**src/rtl/core/calt_pkg.sv**
```systemverilog
// ----------------------------------------------------------------------------
// Calorimeter tower accumulator package
// Shared widths, defaults, controller states and the command and status
// structures between the controller and the datapath.
// ----------------------------------------------------------------------------
`default_nettype none

package calt_pkg;

    localparam int PHI_BINS_DEF       = 72;
    localparam int ETA_MAX_OUTER_DEF  = 29;
    localparam int ETA_MAX_FINE_DEF   = 20;
    localparam int ETA_MAX_BARREL_DEF = 17;

    localparam int ETA_W    = 5;
    localparam int PHI_W    = 7;
    localparam int ENERGY_W = 24;
    localparam int ROW_W    = 6;
    localparam int COLR_W   = 7;
    localparam int SUM_W    = 32;

    localparam int APB_DATA_W = 32;
    localparam int APB_ADDR_W = 3;
    localparam int REG_IDX_W  = APB_ADDR_W - 2;

    localparam logic [REG_IDX_W-1:0] REG_ZERO_SUPPRESS = REG_IDX_W'(0);

    localparam logic signed [SUM_W-1:0] SUM_MAX = {1'b0, {(SUM_W-1){1'b1}}};
    localparam logic signed [SUM_W-1:0] SUM_MIN = {1'b1, {(SUM_W-1){1'b0}}};

    localparam logic KIND_HIT  = 1'b0;
    localparam logic KIND_READ = 1'b1;

    typedef enum logic [2:0] {
        ST_CLEAR,
        ST_IDLE,
        ST_PREP,
        ST_HIT_RD,
        ST_HIT_WA,
        ST_HIT_WB,
        ST_TWR_RD,
        ST_TWR_OUT
    } t_state;

    typedef struct packed {
        logic                       kind;
        logic [ETA_W-1:0]           eta_abs;
        logic                       eta_positive;
        logic [PHI_W-1:0]           phi_index;
        logic signed [ENERGY_W-1:0] energy;
        logic [ROW_W-1:0]           read_row;
        logic [COLR_W-1:0]          read_col;
    } t_in_item;

    typedef struct packed {
        logic cap;
        logic prep;
        logic rd_en;
        logic rd_b;
        logic wr_acc;
        logic wr_b;
        logic wr_zero;
        logic clr;
        logic out_load;
    } t_dp_cmd;

    typedef struct packed {
        logic is_read;
        logic any_hit;
        logic need_b;
        logic clr_last;
        logic out_free;
    } t_dp_sts;

endpackage

`default_nettype wire

```
**src/rtl/core/calt_ctrl.sv**
```systemverilog
// ----------------------------------------------------------------------------
// Calorimeter tower accumulator controller
// Sequences the clearing pass, the read-modify-write of hits and the
// read-and-clear of towers.
// ----------------------------------------------------------------------------
`default_nettype none

module calt_ctrl (
    input  wire logic              i_clk,
    input  wire logic              i_rst_n,
    input  wire logic              i_valid,
    output logic                   o_ready,
    input  wire calt_pkg::t_dp_sts i_sts,
    output calt_pkg::t_dp_cmd      o_cmd
);
    import calt_pkg::*;

    t_state r_state;
    t_state n_state;

    always_ff @(posedge i_clk) begin
        if (!i_rst_n) begin
            r_state <= ST_CLEAR;
        end else begin
            r_state <= n_state;
        end
    end

    always_comb begin
        n_state = r_state;
        case (r_state)
            ST_CLEAR: begin
                if (i_sts.clr_last) n_state = ST_IDLE;
            end
            ST_IDLE: begin
                if (i_valid) n_state = ST_PREP;
            end
            ST_PREP: begin
                n_state = i_sts.is_read ? ST_TWR_RD : ST_HIT_RD;
            end
            ST_HIT_RD: begin
                n_state = i_sts.any_hit ? ST_HIT_WA : ST_IDLE;
            end
            ST_HIT_WA: begin
                n_state = i_sts.need_b ? ST_HIT_WB : ST_IDLE;
            end
            ST_HIT_WB: begin
                n_state = ST_IDLE;
            end
            ST_TWR_RD: begin
                n_state = ST_TWR_OUT;
            end
            ST_TWR_OUT: begin
                if (i_sts.out_free) n_state = ST_IDLE;
            end
            default: begin
                n_state = ST_CLEAR;
            end
        endcase
    end

    always_comb begin
        o_ready = 1'b0;
        o_cmd   = '0;
        case (r_state)
            ST_CLEAR: begin
                o_cmd.clr = 1'b1;
            end
            ST_IDLE: begin
                o_ready   = 1'b1;
                o_cmd.cap = i_valid;
            end
            ST_PREP: begin
                o_cmd.prep = 1'b1;
            end
            ST_HIT_RD: begin
                o_cmd.rd_en = 1'b1;
            end
            ST_HIT_WA: begin
                o_cmd.wr_acc = 1'b1;
                o_cmd.rd_en  = 1'b1;
                o_cmd.rd_b   = 1'b1;
            end
            ST_HIT_WB: begin
                o_cmd.wr_acc = 1'b1;
                o_cmd.wr_b   = 1'b1;
            end
            ST_TWR_RD: begin
                o_cmd.rd_en = 1'b1;
            end
            ST_TWR_OUT: begin
                o_cmd.out_load = i_sts.out_free;
                o_cmd.wr_zero  = i_sts.out_free;
            end
            default: begin
                o_cmd = '0;
            end
        endcase
    end

endmodule

`default_nettype wire

```
**config.mk**
```make
export PLATFORM = sky130hd
export DESIGN_NAME = calt_ctrl
export DESIGN_NICKNAME = d
export VERILOG_FILES = /design/src/rtl/core/calt_pkg.sv /design/src/rtl/core/calt_ctrl.sv
export SDC_FILE = /design/constraint.sdc
export NUM_CORES = 1
export LEC_CHECK = 0
export ABC_AREA = 0
export BUFFER_PORTS_ARGS = -buffer_cell sky130_fd_sc_hd__buf_2
export CORE_AREA = 4 4 41 43
export DETAILED_ROUTE_END_ITERATION = 10
export DIE_AREA = 0 0 45 47
export SETUP_SLACK_MARGIN = 0.3
export SYNTH_ARGS = -nofsm -noshare
export SYNTH_HDL_FRONTEND = slang
export SYNTH_SLANG_ARGS = --single-unit
export TNS_END_PERCENT = 5
```
**constraint.sdc**
```tcl
create_clock -name i_clk -period 1.2 [get_ports i_clk]
set_input_delay 0.3 -clock i_clk [delete_from_list [all_inputs] [get_ports i_clk]]
set_output_delay 0.3 -clock i_clk [all_outputs]
set_load 0.01 [all_outputs]
```
# Yosys cells after proc, flatten, opt, wreduce, memory -nomap -nowiden
# Index checks and enable logic that the tools add are counted.
# W data, S select, Z words.
# totals
out_inout_bits,10
word_cells,31
regBits,3
inputBits,8
# op_classes
n_reduce_logical,4
eq_ne,10
muxes,16
# op_table
cell,count
$pmux W3 S8,1
$mux W3,6
$eq A3 B3 Y1 const B,4
$mux W1,9
$eq A3 B2 Y1 const B,2
$ne A2 B2 Y1 const B,3
$eq A3 B1 Y1 const B,1
$logic_not A3 Y1,1
$reduce_and A3 Y1,1
$reduce_or A3 Y1,1
$reduce_or A2 Y1,1

# Logic depth before layout (Yosys ltp)
# depth
depth_word,3
ltp_mapped,4
mapped_depth_nobuf,3

# Least setup slack after synthesis
# No wires, ideal clock.
# synth_path
path_type,register to output
start,register r_state[1]
end,output o_cmd[2] (netlist name)
t_required_ns,0.900
arrival_ns,0.876
path_buffers,2
path_stages_with_launch,4
path_slack_ns,0.024
cell_sequence,dfxtp_1 buf_2 and4_2 buf_4
# synth_lines
element,line,source
from (decl),calt_ctrl.sv:18,t_state r_state;
from (signal assigned),calt_ctrl.sv:25,r_state <= n_state;
to (decl),calt_ctrl.sv:14,output calt_pkg::t_dp_cmd o_cmd

==> impl_metrics.ini <==
[worst_setup_path]
rr_startpoint = r_state[0]
r2r_slack_ps = 120
cp_slowest_cell = dfxtp_2
cpLargestDelayFamily = flip-flops
worstPathCellList = nor2b_4 -> mux2_4 -> buf_6
endpoint_kind = output port
cp.depth = 3
r2r_end = r_state[0]
rr_worst_depth = 3
cp-start-kind = flip-flop
crit_buf_inv = 1
crit_arrival_ps = 1070
path_class = reg -> out
cp.required_ps = 900
max_stage_delay_ps = 330
crit_fanout = 3

[clock_tree]
clock_path_buffers = 2
clk_pin_slew_ps = 40
post-cts-setup-buffers = 0
cts.sinks = 3
cts_buffers = 3
worst_skew_pair.late_latency_ps = 230
cts_root_buf = clkbuf_4
htreeDepth = 1
cts_tree = built

[hold_path]
hold_depth = 2
hold_class = in -> reg
min_to = r_state[1]
hp-start = i_rst_n

[logic_synthesis]
ys_seq_area_share_pct = 21.7
synth.avg_cell_area_um2 = 8.64
async_flop_share_pct = 0
synth_warnings = 0
syn_inst = 32
synth_cell_types = 25
ys_ff_latch = 3
synth_top_area_share_pct = 21.7
synth_area_leaders = dfxtp_1 22%, buf_6 8.1%, o21a_1 5.4%
synth_top_area_cell = dfxtp_1
netlist_area_um2 = 277
syn-num-nets = 40
synth_most_common_cell = dfxtp_1
synth_ff_type = dfxtp_1
synth_edf_count = 0

[place]
port_buffers = 17
gp_routability_congestion = 0.751
place_inst = 64

[final_layout]
final_nets = 62
reg_top3 = r_state (3)
drive_gt1_share_pct = 71.7
largest_register = r_state
final_cells = 68
syn_to_final_growth_pct = 73.3
largest_reg_flops = 3
diodes = 0
fillers = 153

[floorplanning]
dieArea_um2 = 2120
num_rows = 13
dieHeight_um = 47
dieWidth_um = 45
io_pins = 18
coreArea_um2 = 1300
initial_core_util_pct = 21.2

[power]
combPwrFrac_pct = 33.1
peakVddDrop_mv = 0.469
switching_share_pct = 29.9
p_switching_uw = 137
clkPwrFrac_pct = 39.1
p_int_uw = 321
power.density_nw_per_um2 = 956
power.total_uw = 458
leakage_nw = 0.214
sequentialPowerShare_pct = 27.8

[outcome]
violations = negative setup slack
status = complete, but fails checks

[grt]
grt_pass1_vias = 285
grt_overflow = 0
grt.total_usage_pct = 8.20
grt_max_degree = 12
grt_pass1_wl_um = 1170
antenna_found_initial = 0

[routing]
drc = 0
ant_nets = 0
drtPass1Iterations = 3
viasPerCell = 4.26
vias = 290
first_iter_violations = 1
drt-total-wl_um = 742
wl_per_cell_um = 10.9

[timing]
tightest_slew_ps = 322
slew_violations = 0
rsz0062_at_grt = yes
maxSlewHeadroom_pct = 78.2
setup_viol = 10
post-route-period-util_pct = 114
hold_viol_final = 0
fmax_ghz = 0.732
clock_skew_ps = 5.00
setup_ws_ps = -166
period_minus_slack_ps = 1370

[flow_run]
drv_cap = 0
-- kinds of logic after synthesis --
family	after synthesis	synth area share, %
DFF	3	21.7
muxes	2	7.69
AOI/OAI and AO/OA	9	23.5
buffers and inverters	5	14.0
and+or+nand+nor	13	33.0
-- worst max path at each step --
stage / startpoint / endpoint / slack, ps
after floorplan: r_state[2] / o_cmd[2] / 110
after global placement: r_state[1] / o_cmd[6] / 50
after detailed placement: r_state[2] / o_cmd[6] / 40
after CTS: r_state[1] / o_cmd[6] / -180
after global routing: r_state[1] / o_cmd[5] / -200
final: r_state[1] / o_cmd[6] / -170
-- per-layer routing --
layer	part of all wire (%)	vias to the layer above	wire length (um)	track usage, %
met3	8.5	0	63	1.53
met5	0	-	0	0
met2	52	12	385	12.4
met1	39	124	293	9.26
li1	-	154	-	-
met4	0	0	0	8.77
-- placed cells by master, fill, tap and decap left out, types with 2 or more instances in the layout --
master	Yosys	layout
nor2b_4	0	3
buf_6	2	4
buf_4	1	3
dfxtp_4	0	2
buf_2	1	13
clkbuf_4	0	3
o21a_1	2	2
nor3_2	1	2
and2_1	2	2
-- layout make-up --
| type | count | area, um2 | share of cell area [%] |
|---|---|---|---|
| tap | 15 | 18.8 | 3.92 |
| inverter | 1 | 3.75 | 0.783 |
| multi-input combinational | 24 | 209 | 43.6 |
| sequential | 3 | 68.8 | 14.4 |
| clock buffer | 4 | 26.3 | 5.48 |
| timing repair buffer | 21 | 153 | 31.9 |
-- worst reg2reg max path: cells and delay by family, from the launching register on --
kind / cells / cell delay (ps)
AO/OA/AOI/OAI: 1 / 380
flip-flops: 1 / 360
buffers and inverters: 1 / 150
AND/OR/NAND/NOR: 1 / 60
-- per-stage QoR --
stage	instance area (um2)	worst slack, ps	util [%]	hold WS [ps]	TNS [ps]
after floorplan	305	111	-	413	0
after global placement	407	48.7	31.3	553	0
after detailed placement	407	37.9	31.3	553	0
after CTS	470	-180	36.2	301	-1410
after global routing	479	-202	36.8	304	-1690
final	479	-166	36.8	307	-1210
-- power groups by stage --
| stage | Clock [mW] | Combinational [mW] | Sequential [mW] |
|---|---|---|---|
| after global routing | 0.200 | 0.167 | 0.131 |
| after CTS | 0.192 | 0.153 | 0.126 |
| after floorplan | 0 | 0.103 | 0.118 |
| final | 0.179 | 0.152 | 0.127 |
| after detailed placement | 0 | 0.145 | 0.128 |
| after global placement | 0 | 0.145 | 0.128 |
-- repair_timing --
item / CTS / global route
setup endpoints to repair: 13 / 13
gates resized for setup: 8 / 4
hold buffers: 0 / 0
pin swaps: 3 / 2
Power figures use the tool's default switching activity.
